<file path="src/gzsb_pkg.sv">
// ----------------------------------------------------------------------------
// gzsb_pkg
// Shared types, constants and functions of the gzip stored-block framer.
// ----------------------------------------------------------------------------
package gzsb_pkg;

  localparam int unsigned MAX_CHUNK_DEF = 65535;
  localparam int unsigned GZ_HDR_LEN    = 10;
  localparam int unsigned QUEUE_DEPTH   = 2;
  localparam logic [31:0] CRC_POLY      = 32'hEDB88320;

  typedef enum logic {
    KIND_DATA = 1'b0,
    KIND_EOS  = 1'b1
  } kind_t;

  typedef struct packed {
    logic [0:0]  kind;
    logic [7:0]  data_byte;
    logic [0:0]  chunk_start;
    logic [15:0] chunk_len;
  } in_item_t;

  typedef struct packed {
    logic [7:0] out_byte;
    logic [0:0] run_last;
    logic [0:0] stream_done;
  } out_item_t;

  // One classified request, handed from the front to the back.
  typedef struct packed {
    logic        gz_hdr;
    logic        eos;
    logic        start;
    logic [7:0]  data_byte;
    logic [15:0] len;
    logic [31:0] crc;
    logic [31:0] total;
  } cmd_t;

  typedef enum logic [2:0] {
    PH_NEW,
    PH_GZ,
    PH_BLK,
    PH_DATA,
    PH_FIN,
    PH_CRC,
    PH_SIZE
  } phase_t;

  // Reflected CRC-32, one byte; each step is a shift and a masked xor.
  function automatic logic [31:0] crc_byte(input logic [31:0] crc, input logic [7:0] b);
    logic [31:0] c;
    c = ~crc ^ {24'h0, b};
    for (int k = 0; k < 8; k++) begin
      c = (c >> 1) ^ (CRC_POLY & {32{c[0]}});
    end
    return ~c;
  endfunction

  function automatic logic [7:0] gz_hdr_byte(input logic [3:0] idx);
    logic [7:0] v;
    case (idx)
      4'd0:    v = 8'h1F;
      4'd1:    v = 8'h8B;
      4'd2:    v = 8'h08;
      4'd9:    v = 8'hFF;
      default: v = 8'h00;
    endcase
    return v;
  endfunction

endpackage

</file>
<file path="src/gzsb_stream_if.sv">
// ----------------------------------------------------------------------------
// gzsb_stream_if
// Valid/ready channel carrying one payload of type T.
// ----------------------------------------------------------------------------
interface gzsb_stream_if #(parameter type T = logic [7:0]);
  logic valid;
  logic ready;
  T     payload;

  modport source (output valid, output payload, input ready);
  modport sink   (input valid, input payload, output ready);
endinterface

</file>
<file path="src/gzip_stored_block_framer.sv">
// ----------------------------------------------------------------------------
// gzip_stored_block_framer
// Frames a byte stream as a gzip file of DEFLATE stored blocks with CRC-32
// and ISIZE trailer.
// ----------------------------------------------------------------------------
// Usage:
//   items  : input requests (kind, data_byte, chunk_start, chunk_len) on a
//            valid/ready channel; a request moves when valid and ready are high.
//   stream : output bytes (out_byte, run_last, stream_done), same handshake.
//   The first request of a stream emits the 10-byte gzip header first. A data
//   byte with chunk_start emits 00, LEN, NLEN ahead of itself. End of stream
//   emits 01 00 00 FF FF, the CRC-32 and the byte count, then clears the
//   stream state so the next request opens a new file.
// Path: a request taken is written into the request queue, and its first byte
//   is then loaded from the queue head into the output register of the back end.
// Throughput: one output byte per cycle while stream.ready allows, set by the
//   single output register of the back end. A plain data byte yields 1 output
//   byte, a chunk start 6, end of stream 13, and the first request of a stream
//   10 more. Input is taken every cycle while the request queue has room.
// Reset: clears the CRC, the byte count, the header flag, the queue pointers
//   and count, and the output valid flag. No clearing pass.
// Stall: a valid output register holds while stream.ready is low, the back end
//   stops, and the two-entry queue fills before items.ready drops.
// ----------------------------------------------------------------------------
module gzip_stored_block_framer #(
  parameter int unsigned MAX_CHUNK = gzsb_pkg::MAX_CHUNK_DEF
) (
  input  logic          clk,
  input  logic          rst,
  gzsb_stream_if.sink   items,
  gzsb_stream_if.source stream
);
  import gzsb_pkg::*;

  logic push;
  cmd_t push_cmd;
  logic full;
  logic pop;
  logic head_valid;
  cmd_t head_cmd;

  // Front: take requests, update CRC and size, classify.
  gzsb_front #(
    .MAX_CHUNK (MAX_CHUNK)
  ) u_front (
    .clk      (clk),
    .rst      (rst),
    .items    (items),
    .full     (full),
    .push     (push),
    .push_cmd (push_cmd)
  );

  // Decouple the two sides so each may stall alone.
  gzsb_queue u_queue (
    .clk        (clk),
    .rst        (rst),
    .push       (push),
    .push_cmd   (push_cmd),
    .full       (full),
    .pop        (pop),
    .head_valid (head_valid),
    .head_cmd   (head_cmd)
  );

  // Back: advance through the bytes of the head request.
  gzsb_back u_back (
    .clk        (clk),
    .rst        (rst),
    .head_valid (head_valid),
    .head_cmd   (head_cmd),
    .pop        (pop),
    .stream     (stream)
  );

endmodule

</file>
<file path="src/gzsb_queue.sv">
// ----------------------------------------------------------------------------
// gzsb_queue
// Short request queue between front and back.
// ----------------------------------------------------------------------------
module gzsb_queue (
  input  logic          clk,
  input  logic          rst,
  input  logic          push,
  input  gzsb_pkg::cmd_t push_cmd,
  output logic          full,
  input  logic          pop,
  output logic          head_valid,
  output gzsb_pkg::cmd_t head_cmd
);
  import gzsb_pkg::*;

  localparam int unsigned PTR_W = (QUEUE_DEPTH > 1) ? $clog2(QUEUE_DEPTH) : 1;
  localparam int unsigned CNT_W = $clog2(QUEUE_DEPTH + 1);

  cmd_t             slots [QUEUE_DEPTH];
  logic [PTR_W-1:0] wr_ptr;
  logic [PTR_W-1:0] rd_ptr;
  logic [CNT_W-1:0] count;

  assign full       = (count == CNT_W'(QUEUE_DEPTH));
  assign head_valid = (count != '0);
  assign head_cmd   = slots[rd_ptr];

  function automatic logic [PTR_W-1:0] bump(input logic [PTR_W-1:0] p);
    return (p == PTR_W'(QUEUE_DEPTH - 1)) ? '0 : p + 1'b1;
  endfunction

  always_ff @(posedge clk) begin
    if (push) begin
      slots[wr_ptr] <= push_cmd;
    end
  end

  always_ff @(posedge clk) begin
    if (rst) begin
      wr_ptr <= '0;
      rd_ptr <= '0;
      count  <= '0;
    end else begin
      if (push) begin
        wr_ptr <= bump(wr_ptr);
      end
      if (pop) begin
        rd_ptr <= bump(rd_ptr);
      end
      case ({push, pop})
        2'b10:   count <= count + 1'b1;
        2'b01:   count <= count - 1'b1;
        default: count <= count;
      endcase
    end
  end

endmodule

</file>
<file path="src/gzsb_front.sv">
// ----------------------------------------------------------------------------
// gzsb_front
// Accept input items, keep the running CRC and size, classify each request.
// ----------------------------------------------------------------------------
module gzsb_front #(
  parameter int unsigned MAX_CHUNK = gzsb_pkg::MAX_CHUNK_DEF
) (
  input  logic           clk,
  input  logic           rst,
  gzsb_stream_if.sink    items,
  input  logic           full,
  output logic           push,
  output gzsb_pkg::cmd_t push_cmd
);
  import gzsb_pkg::*;

  localparam logic [15:0] MAX_LEN = 16'(MAX_CHUNK);

  logic [31:0] crc_reg;
  logic [31:0] byte_total;
  logic        header_sent;
  in_item_t    it;
  logic        is_eos;
  logic [15:0] len_sat;

  assign it          = items.payload;
  assign items.ready = !full;
  assign push        = items.valid && !full;
  assign is_eos      = (it.kind == KIND_EOS);
  assign len_sat     = (it.chunk_len > MAX_LEN) ? MAX_LEN : it.chunk_len;

  always_comb begin
    push_cmd.gz_hdr    = !header_sent;
    push_cmd.eos       = is_eos;
    push_cmd.start     = !is_eos && it.chunk_start[0];
    push_cmd.data_byte = it.data_byte;
    push_cmd.len       = len_sat;
    push_cmd.crc       = crc_reg;
    push_cmd.total     = byte_total;
  end

  always_ff @(posedge clk) begin
    if (rst) begin
      crc_reg     <= '0;
      byte_total  <= '0;
      header_sent <= 1'b0;
    end else if (push) begin
      if (is_eos) begin
        // drop stream state once the trailer is queued
        crc_reg     <= '0;
        byte_total  <= '0;
        header_sent <= 1'b0;
      end else begin
        crc_reg     <= crc_byte(crc_reg, it.data_byte);
        byte_total  <= byte_total + 32'd1;
        header_sent <= 1'b1;
      end
    end
  end

endmodule

</file>
<file path="src/gzsb_back.sv">
// ----------------------------------------------------------------------------
// gzsb_back
// Expand queued requests into output bytes, one per cycle while the output is
// not stalled, into an output register.
// ----------------------------------------------------------------------------
module gzsb_back (
  input  logic           clk,
  input  logic           rst,
  input  logic           head_valid,
  input  gzsb_pkg::cmd_t head_cmd,
  output logic           pop,
  gzsb_stream_if.source  stream
);
  import gzsb_pkg::*;

  phase_t     phase, phase_next;
  logic [3:0] idx, idx_next;
  logic       out_valid;
  out_item_t  out_reg;

  phase_t     cur_ph;
  phase_t     after_ph;
  logic [7:0] cur_byte;
  logic       at_end;
  logic       is_final;
  logic       load;
  logic       fire;

  assign stream.valid   = out_valid;
  assign stream.payload = out_reg;
  assign load           = !out_valid || stream.ready;
  assign fire           = head_valid && load;

  always_comb begin
    // where a fresh request begins, and where it goes after the gzip header
    if (head_cmd.eos) begin
      after_ph = PH_FIN;
    end else if (head_cmd.start) begin
      after_ph = PH_BLK;
    end else begin
      after_ph = PH_DATA;
    end
    if (phase == PH_NEW) begin
      cur_ph = head_cmd.gz_hdr ? PH_GZ : after_ph;
    end else begin
      cur_ph = phase;
    end

    cur_byte = 8'h00;
    at_end   = 1'b0;
    is_final = 1'b0;
    case (cur_ph)
      PH_GZ: begin
        cur_byte = gz_hdr_byte(idx);
        at_end   = (idx == 4'(GZ_HDR_LEN - 1));
      end
      PH_BLK: begin
        case (idx[2:0])
          3'd0:    cur_byte = 8'h00;
          3'd1:    cur_byte = head_cmd.len[7:0];
          3'd2:    cur_byte = head_cmd.len[15:8];
          3'd3:    cur_byte = ~head_cmd.len[7:0];
          default: cur_byte = ~head_cmd.len[15:8];
        endcase
        at_end = (idx == 4'd4);
      end
      PH_DATA: begin
        cur_byte = head_cmd.data_byte;
        at_end   = 1'b1;
        is_final = 1'b1;
      end
      PH_FIN: begin
        case (idx[2:0])
          3'd0:    cur_byte = 8'h01;
          3'd1:    cur_byte = 8'h00;
          3'd2:    cur_byte = 8'h00;
          default: cur_byte = 8'hFF;
        endcase
        at_end = (idx == 4'd4);
      end
      PH_CRC: begin
        cur_byte = head_cmd.crc[{idx[1:0], 3'b000} +: 8];
        at_end   = (idx == 4'd3);
      end
      PH_SIZE: begin
        cur_byte = head_cmd.total[{idx[1:0], 3'b000} +: 8];
        at_end   = (idx == 4'd3);
        is_final = at_end;
      end
      default: begin
        cur_byte = 8'h00;
      end
    endcase

    phase_next = phase;
    idx_next   = idx;
    pop        = 1'b0;
    if (fire) begin
      if (!at_end) begin
        phase_next = cur_ph;
        idx_next   = idx + 4'd1;
      end else begin
        idx_next = 4'd0;
        case (cur_ph)
          PH_GZ:   phase_next = after_ph;
          PH_BLK:  phase_next = PH_DATA;
          PH_FIN:  phase_next = PH_CRC;
          PH_CRC:  phase_next = PH_SIZE;
          default: phase_next = PH_NEW;
        endcase
        pop = is_final;
      end
    end
  end

  always_ff @(posedge clk) begin
    if (rst) begin
      phase <= PH_NEW;
      idx   <= 4'd0;
    end else begin
      phase <= phase_next;
      idx   <= idx_next;
    end
  end

  always_ff @(posedge clk) begin
    if (rst) begin
      out_valid <= 1'b0;
    end else if (load) begin
      out_valid <= head_valid;
    end
  end

  always_ff @(posedge clk) begin
    if (fire) begin
      out_reg.out_byte    <= cur_byte;
      out_reg.run_last    <= is_final;
      out_reg.stream_done <= is_final && (cur_ph == PH_SIZE);
    end
  end

endmodule
</file>
<file path="src/flat_wrapper.sv">
// flat-port wrapper written by rule: the top's interface ports become plain ports
module gzip_stored_block_framer_flat import gzsb_pkg::*;
#(
  parameter int unsigned MAX_CHUNK = gzsb_pkg::MAX_CHUNK_DEF
)
  (clk, rst, items_valid, items_payload, items_ready, stream_valid, stream_payload, stream_ready);
  gzsb_stream_if items_i ();
  gzsb_stream_if stream_i ();
  input  logic clk;
  input  logic rst;
  input wire logic [$bits(items_i.valid)-1:0] items_valid;
  input wire logic [$bits(items_i.payload)-1:0] items_payload;
  output wire logic [$bits(items_i.ready)-1:0] items_ready;
  output wire logic [$bits(stream_i.valid)-1:0] stream_valid;
  output wire logic [$bits(stream_i.payload)-1:0] stream_payload;
  input wire logic [$bits(stream_i.ready)-1:0] stream_ready;
  assign items_i.valid = items_valid;
  assign items_i.payload = items_payload;
  assign items_ready = items_i.ready;
  assign stream_valid = stream_i.valid;
  assign stream_payload = stream_i.payload;
  assign stream_i.ready = stream_ready;
  gzip_stored_block_framer #(.MAX_CHUNK(MAX_CHUNK)) u_core (.clk(clk), .rst(rst), .items(items_i), .stream(stream_i));
endmodule
</file>
<file path="config.mk">
export PLATFORM = sky130hd
export DESIGN_NAME = gzip_stored_block_framer_flat
export DESIGN_NICKNAME = d
export VERILOG_FILES = /design/src/gzsb_pkg.sv /design/src/gzsb_stream_if.sv /design/src/gzip_stored_block_framer.sv /design/src/gzsb_queue.sv /design/src/gzsb_front.sv /design/src/gzsb_back.sv /design/src/flat_wrapper.sv
export SDC_FILE = /design/constraint.sdc
export NUM_CORES = 1
export LEC_CHECK = 0
export ABC_AREA = 0
export BUFFER_PORTS_ARGS = -buffer_cell sky130_fd_sc_hd__buf_2
export CAP_MARGIN = 10
export CORE_MARGIN = 4
export CORE_UTILIZATION = 45
export CTS_CLUSTER_SIZE = 30
export DETAILED_ROUTE_END_ITERATION = 10
export GPL_TIMING_DRIVEN = 1
export MAX_ROUTING_LAYER = met4
export PLACE_DENSITY = 0.57
export SYNTH_ARGS = -nofsm -noshare
export SYNTH_HDL_FRONTEND = slang
export SYNTH_SLANG_ARGS = --single-unit
</file>
<file path="constraint.sdc">
create_clock -name clk -period 11.9 [get_ports clk]
set_input_delay 0.595 -clock clk [delete_from_list [all_inputs] [get_ports clk]]
set_output_delay 0.595 -clock clk [all_outputs]
set_load 0.02 [all_outputs]
</file>
# Yosys cells after proc, flatten, opt, wreduce, memory -nomap -nowiden
# Memory sizes are Yosys's and may differ from the RTL's. A register that Yosys moved wholly into a read port is not among the register bits.
# Index checks and enable logic that the tools add are counted.
# classes
addsub	6
order_cmp	1
eq_ne	17
shifts	2
n_mux	23
n_bitwise	12
reduce_logical	15
# ops
op	count
$xor A31 B32 Y32	8
$not A32 Y32	2
$shiftx A32 B6 Y6	2
$pmux W6 S4	2
$pmux W6 S6	1
$add A32 B1 Y32 const B	1
$gt A8 B16 Y1 const B	1
$mux W16	1
$eq A3 B2 Y1 const B	4
$mux W3	4
$not A6 Y6	2
$pmux W3 S4	1
$pmux W6 S2	1
$eq A3 B3 Y1 const B	3
$mux W1	9
$eq A4 B2 Y1 const B	2
$eq A3 B1 Y1 const B	2
$logic_not A3 Y1	2
$reduce_or A2 Y1	3
$add A4 B1 Y4 const B	1
$eq A2 B2 Y1 const B	2
$eq A4 B1 Y1 const B	1
$eq A4 B3 Y1 const B	1
$eq A4 B4 Y1 const B	1
13 further kinds	19
# totals
register_bits	85
mem_bits_rw	162
output_inout_bits	10
elab_cells	89
mem_count	1
# memory_table
memory	depth	width	read_ports	rd_ports_with_merged_regs	write_ports	line	text
u_core.u_queue.slots	2	81	1	1	1	gzsb_queue.sv:20	cmd_t slots [QUEUE_DEPTH];

# Logic depth before layout (Yosys ltp)
# Gate-level depths: netlist of the first run.
# logic_depth
word_depth	11
depth_mapped	10
depth_no_buf	9

# Hierarchy
# From an unflattened synthesis of the first run, not the netlist that was laid out.
# hier_totals
hier_cells	902
hier_area_um2	12147.9
# by_module_without_submodules
mod	n_inst	cells_per_inst	area_each_um2
gzsb_queue	1	305	6770.2
gzsb_front	1	410	3762.4
gzsb_back	1	187	1615.3

# Worst setup path before layout of the first run
# No wires, ideal clock.
# synth_path
kind	input to register
from	input port items_valid
to	memory u_core.u_queue.slots[0][0] (netlist bit) (enable)
setup_time_ns	0.468
arrival_time_ns	3.430
required_ns	11.432
setup_slack_ns	8.002
cell_stages	5
cell_sequence	inv_1 nor2_1 inv_2 clkbuf_1 nor2_1
# synth_between
elab_chain_len	3
# synth_rtl
item	line	text
start: declaration	flat_wrapper.sv:11	input wire logic [$bits(items_i.valid)-1:0] items_valid;
$logic_and A1 B1 Y1	gzsb_front.sv:28	assign push = items.valid && !full;
$mux W1	gzsb_queue.sv:34	if (push) begin
$mux W1 (not written as such)	gzsb_queue.sv:35	slots[wr_ptr] <= push_cmd;
end: declaration	gzsb_queue.sv:20	
# No other way between the ends.

==> results.md, run 1 <==
- Fraction of registers with async set/reset: 0%
- Die area: 21100 sq um
- Max Clock Skew: 0.0115 ns
- Vert. Die Dim: 145 um
- F_max: 307 MHz
- Antenna diodes: 0
- Port bufs: 19
- Antenna violations before repair: 0
- Peak supply drop: 113 uV
- Vias: 5185
- Number of max-cap violations: 0
- Clk Tree Root Cell: clkbuf_16
- Number of global-route vias before repair: 5232
- Mapped cell area: 8470 sq um
- Syn_nets: 718
- Number of buffers created by CTS: 17
- Worst reg2reg setup slack: 8.64 ns
- Clock sink count: 194
- Final hold violations: 0
- Initial DRC count: 262
- Final nets: 722
- Clock transition at path regs: 0.07 ns
- LEAKAGE: 3.18 nW
- Clock Latency Late Sink: 0.43 ns
- Synth Area in XOR/XNOR: 9.41%
- Hold WS: 0.359 ns
- Initial Util: 46.5%
- # setup viols final: 0
- Warnings from Yosys: 0
- CTS tree: yes
- Area post-placement: 8750 sq um
- Drt pass-1 iters: 5
- Post-DP HPWL: 11200 um
- Overflow after GRT: 0
- Hold Buf Count CTS: 0
- H-tree Lvls: 4
- RSZ-0062 raised after global routing: no
- Via density: 5.49
- GPL Wtd Cong: 0.793
- Mux share of post-synthesis cell area: 8.18%
- Worst Hold Class: in2reg
- Synth Instances: 699
- Rel. slew slack: 43.8%
- Crit Path Class: reg2reg
- Avg WL per Cell: 17.9 um
- Detailed Route WL: 16900 um
- Worst setup EP type: register
- Crit path launch type: register
- First-pass GRT wire length: 28000 um
- Largest family of logic cells by synthesized area: simple AND/OR/NAND/NOR gates
- Syn avg cell area: 12.1 sq um
- Largest net degree at the start of global routing: 79
- Rows: 49
- Seq/Total Area, Yosys: 59.8%
- Top FF cell, synth: edfxtp_1
- PwrDens: 251 nW/um^2
- Die width: 145 um
- Post-synthesis adder-cell area fraction: 1.03%
- I/O pins: 22
- Layout cells sized above 1: 13.3%
- Post-CTS sizing: 0
- Worst-Margin Slew: 0.843 ns
- Post-synthesis simple-gate area fraction: 12.9%
- # DRC: 0
- Core area: 18200 sq um
- Post-route cell area: 9350 sq um
- Synth Area in Compound Gates: 6.26%
- Longest Clk Path Bufs: 2
- Netlist cell types: 53
- Worst hold start: items_payload[5]
- Max FFs per register: 110
- Total track usage: 17.1%
- Slew Limit Fails: 0
- Post-CTS Setup Bufs: 0
- FF+latch count, synth: 194
- Worst slack at placement: 8.63 ns
- Final setup margin: 8.64 ns
- Area growth syn-to-layout: 10.4%
- CP Data Required Time: 12.25 ns
- Critical Path AT: 3.61 ns
- Post-route minimum period: 3.26 ns
- Tcrit/Tclk final: 27.4%
- Max Fanout on Critical Path: 34
- EDFF count, synth: 118
- Setup total negative slack: 0 ns
- Antenna-violating nets left: 0
- Status: finished, final reports clean
## worst max-delay path: stages, from the launching register on
cell and delay, ns:
dfxtp_2 0.31, buf_4 0.51, mux2_2 0.46, or3_1 0.32, a21oi_1 0.46, or2_2 0.22
and2_1 0.13, ha_1 0.26, or3_1 0.37, a21oi_1 0.14
## routing by layer
metal | GRT usage [%] | vias to the layer above | wire (um)
li1 | - | 2528 | -
met1 | 22.1 | 2561 | 7940
met2 | 28.1 | 81 | 8370
met3 | 3.71 | 15 | 431
met4 | 4.08 | 0 | 173
met5 | - | - | 0
## cells in the final DEF (no fill, tap or decap), types with 5 or more instances in the layout
| cell | n |
|---|---|
| buf_2 | 19 |
| xor2_1 | 25 |
| edfxtp_1 | 118 |
| dfxtp_1 | 75 |
| buf_4 | 6 |
| a21oi_1 | 48 |
| nand3_1 | 12 |
| mux2i_1 | 13 |
| nand4_1 | 7 |
| nand2_1 | 89 |
| nor2_1 | 45 |
| ha_1 | 7 |
| clkbuf_16 | 17 |
| clkinv_4 | 5 |
| mux4_2 | 24 |
| o21ai_0 | 16 |
| inv_1 | 9 |
| or3_1 | 13 |
| nor2b_1 | 5 |
| o21a_1 | 5 |
| xnor2_1 | 66 |
| nor4_1 | 7 |
| and4_1 | 5 |
| nor3_1 | 15 |
## kinds of logic after synthesis
family	Yosys count
AOI/OAI and AO/OA	91
xor gates and xnor gates	91
adders and majority gates	7
buffers and inverters	52
DFF	194
muxes	39
and+or+nand+nor	225
## power breakdown
group	total (W)	switching, W	leakage (nW)	internal, W
Sequential	0.00101	0.000118	1.76	0.000893
Clock	0.000574	0.000258	0.284	0.000316
Combinational	0.000764	0.000414	1.14	0.000349
Total	0.00235	0.000790	3.18	0.00156
## final cells by class
cell class                 count  area, sq um
fill                        1529         8860
clock inverter                15          175
timing repair buffer          25          140
sequential                   194         5070
inverter                      12         45.0
multi-input combinational    453         3210
tap                          229          287
clock buffer                  17          425
## cell usage after synthesis, drive strengths merged (8+ instances only)
master / number / area share [%]
clkbuf: 31 / 1.4
inv: 11 / 0.49
mux2i: 13 / 1.5
nor3: 15 / 0.89
nand2: 89 / 3.9
nand4: 8 / 0.77
a21oi: 48 / 2.8
nor2: 47 / 2.1
nand3: 12 / 0.71
dfxtp: 76 / 18
xnor2: 66 / 6.8
or3: 13 / 0.96
buf: 9 / 0.50
mux4: 24 / 6.4
o21ai: 17 / 1.0
xor2: 25 / 2.6
edfxtp: 118 / 42
## stage by stage
step,total power (W),cells,util [%]
CTS,0.00238,945,51.4
finish,0.00235,945,51.4
global placement,0.00178,913,48.1
global route,0.00250,945,51.4
detailed placement,0.00180,913,48.1
floorplan,0.00161,699,-
## worst paths after layout
check,endpoint,cells after the start
max,u_core.u_queue.count[1],9
max reg2reg,u_core.u_queue.count[1],9
min reg2reg,u_core.u_front.crc_reg[30],2
min,u_core.u_queue.slots[1][69],1
Power figures use the tool's default switching activity.
==> run 2: changes to the inputs <==
clock period = 3.2 ns   (was 11.9 ns; I/O delays follow)
==> run 2 against run 1 <==
Net effect: die area did not move; setup slack worse by 8.0 ns; flip-flop and latch count unchanged; critical path type unchanged.
==> results.md, run 2 (synthesis gave the netlist of run 1 again) <==
- Largest stage delay, worst path: 0.62 ns (+0.11 ns)
- Slew Limit Fails: 0 (unchanged)
- Worst Hold Class: in2reg
- # DRC: 0 (unchanged)
- Setup total negative slack: 0 ns (unchanged)
- Largest net degree at the start of global routing: 56 (-29%)
- Vias: 5236 (+0.98%)
- Post-CTS sizing: 0 (unchanged)
- Area growth syn-to-layout: 11.9%
- Antenna violations before repair: 0 (unchanged)
- Internal Power: 0.00584 W (+270%)
- Core area: 18200 sq um (unchanged)
- Clk Tree Root Cell: clkbuf_16
- CP max-delay cell: dfxtp_1
- Overflow after GRT: 0 (unchanged)
- Share of power burned in registers: 42.5% (-0.6 points)
- Final hold violations: 0 (unchanged)
- Layout cells sized above 1: 14.0% (+0.72 points)
- Total track usage: 17.5% (+0.39 points)
- Avg WL per Cell: 17.9 um (+0.27%)
- CTS tree: yes
- Filler Cells Inserted: 1582 (+3.5%)
- Peak supply drop: 532 uV (+370%)
- F_max: 388 MHz (+26%)
- Longest Clk Path Bufs: 2 (unchanged)
- Max FFs per register: 110 (unchanged)
- Max Clock Skew: 0.0108 ns (-0.000765 ns)
- Clock transition at path regs: 0.07 ns (about the same)
- Worst setup EP type: register
- LEAKAGE: 3.24 nW (+1.9%)
- Rows: 49 (unchanged)
- RSZ-0062 raised after global routing: no
- Crit path launch type: register
- CP Data Required Time: 3.55 ns (-8.70 ns)
- PwrDens: 928 nW/um^2 (+270%)
- Number of buffers created by CTS: 17 (unchanged)
- Clock sink count: 194 (unchanged)
- Critical Path AT: 2.93 ns (-0.68 ns)
- Number of global-route vias before repair: 5275 (+0.82%)
- Clk network pwr share: 24.3% (about the same)
- Number of max-cap violations: 0 (unchanged)
- H-tree Lvls: 4 (unchanged)
- Die width: 145 um (unchanged)
- Final nets: 735 (+1.8%)
- Tcrit/Tclk final: 80.6% (+53 points)
- Detailed Route WL: 17200 um (+1.6%)
- Commonest non-fill, non-tap cell in the layout: edfxtp_1
- Post-route minimum period: 2.58 ns (-0.679 ns)
- Clock Latency Late Sink: 0.43 ns (about the same)
- Antenna-violating nets left: 0 (unchanged)
- CP Cell Sequence: ha_1 -> nor4b_1 -> or2_2 -> and2_1 -> ha_1 -> or3_1 -> a21oi_1
- Worst-Margin Slew: 0.866 ns (+0.0230 ns)
- Post-DP HPWL: 11600 um (+3.8%)
- I/O pins: 22 (unchanged)
- Antenna diodes: 0 (unchanged)
- CP most frequent cell: ha_1
- Final setup margin: 0.620 ns (-8.02 ns)
- Vert. Die Dim: 145 um (unchanged)
- Sw Ratio: 33.6% (-0.041 points)
- Via density: 5.47 (-0.39%)
- Initial Util: 46.5% (unchanged)
- Sw Pwr: 0.00295 W (+270%)
- Worst slack at placement: 0.618 ns (-8.02 ns)
- Status: finished, final reports clean
- Combinational Power Share: 33.2% (+0.7 points)
- Die area: 21100 sq um (unchanged)
- Initial DRC count: 359 (+37%)
- Crit path max-delay family: simple AND/OR/NAND/NOR gates
- First-pass GRT wire length: 28500 um (+1.8%)
- Rel. slew slack: 42.3% (-1.5 points)
- Drt pass-1 iters: 5 (unchanged)
- Post-CTS Setup Bufs: 0 (unchanged)
- Worst Path Buf+Inv: 0 (-1)
- Most frequent cells in the layout: edfxtp_1 (118), nand2_1 (89), dfxtp_1 (75), xnor2_1 (66), a21oi_1 (48)
- Port bufs: 19 (unchanged)
- GPL Wtd Cong: 0.787 (-0.74%)
- Max Fanout on Critical Path: 13 (-62%)
- Crit Path Class: reg2reg
- # setup viols final: 0 (unchanged)
run 2: repair_timing:
action                     CTS  global route
hold endpoints to repair    12             0
hold buffers                 6             0
setup endpoints to repair    0             0
run 2: routing by layer:
metal | track usage [%] | up-vias | wire length [um]
met2 | 27.8 | 78 | 8370
li1 | - | 2550 | -
met5 | - | - | 0
met1 | 23.3 | 2595 | 8160
met3 | 3.49 | 13 | 490
met4 | 4.61 | 0 | 155
run 2: area by class of cell:
class / instances / area (sq um) / area share (%)
Multi-Input combinational cell: 453 / 3210 / 33.9
Clock buffer: 17 / 425 / 4.49
Timing Repair Buffer: 38 / 265 / 2.80
Sequential cell: 194 / 5070 / 53.5
Clock inverter: 15 / 174 / 1.84
Tap cell: 229 / 287 / 3.02
Inverter: 12 / 45.0 / 0.475
run 2: final timing paths:
path	from	endpoint	slack [ns]	cells past startpoint
worst max-delay path	u_core.u_back.idx[0]	u_core.u_queue.count[1]	0.62	7
worst min-delay path	stream_ready	u_core.u_back.stream.valid	0.03	3
worst max register to register	u_core.u_back.idx[0]	u_core.u_queue.count[1]	0.62	7
worst min register to register	u_core.u_front.crc_reg[31]	u_core.u_front.crc_reg[31]	0.47	2
run 2: tightest hold or removal path: cells and delay by family:
kind / cells / cell delay (ns)
AND/OR/NAND/NOR: 1 / 0.11
buffers and inverters: 1 / 0.07
AO/OA/AOI/OAI: 1 / 0.07
run 2: per-stage QoR:
step | std cells | utilization (%) | cell area [sq um] | hold WS (ns) | power, W
2_1_floorplan | 699 | - | 8470 | 0.259 | 0.00600
3_3_place_gp | 920 | 48.4 | 8810 | 0.354 | 0.00666
3_5_place_dp | 920 | 48.4 | 8810 | 0.361 | 0.00674
4_1_cts | 958 | 52.0 | 9470 | 0.00284 | 0.00891
5_1_grt | 958 | 52.0 | 9470 | 0.0352 | 0.00938
6_report | 958 | 52.0 | 9470 | 0.0301 | 0.00879
run 2: power by group through the flow:
stage	Sequential [W]	Clock [W]	Combinational [W]
6_report	0.00374	0.00214	0.00292
3_3_place_gp	0.00376	0	0.00290
4_1_cts	0.00374	0.00219	0.00297
2_1_floorplan	0.00364	0	0.00235
3_5_place_dp	0.00380	0	0.00295
5_1_grt	0.00380	0.00230	0.00327
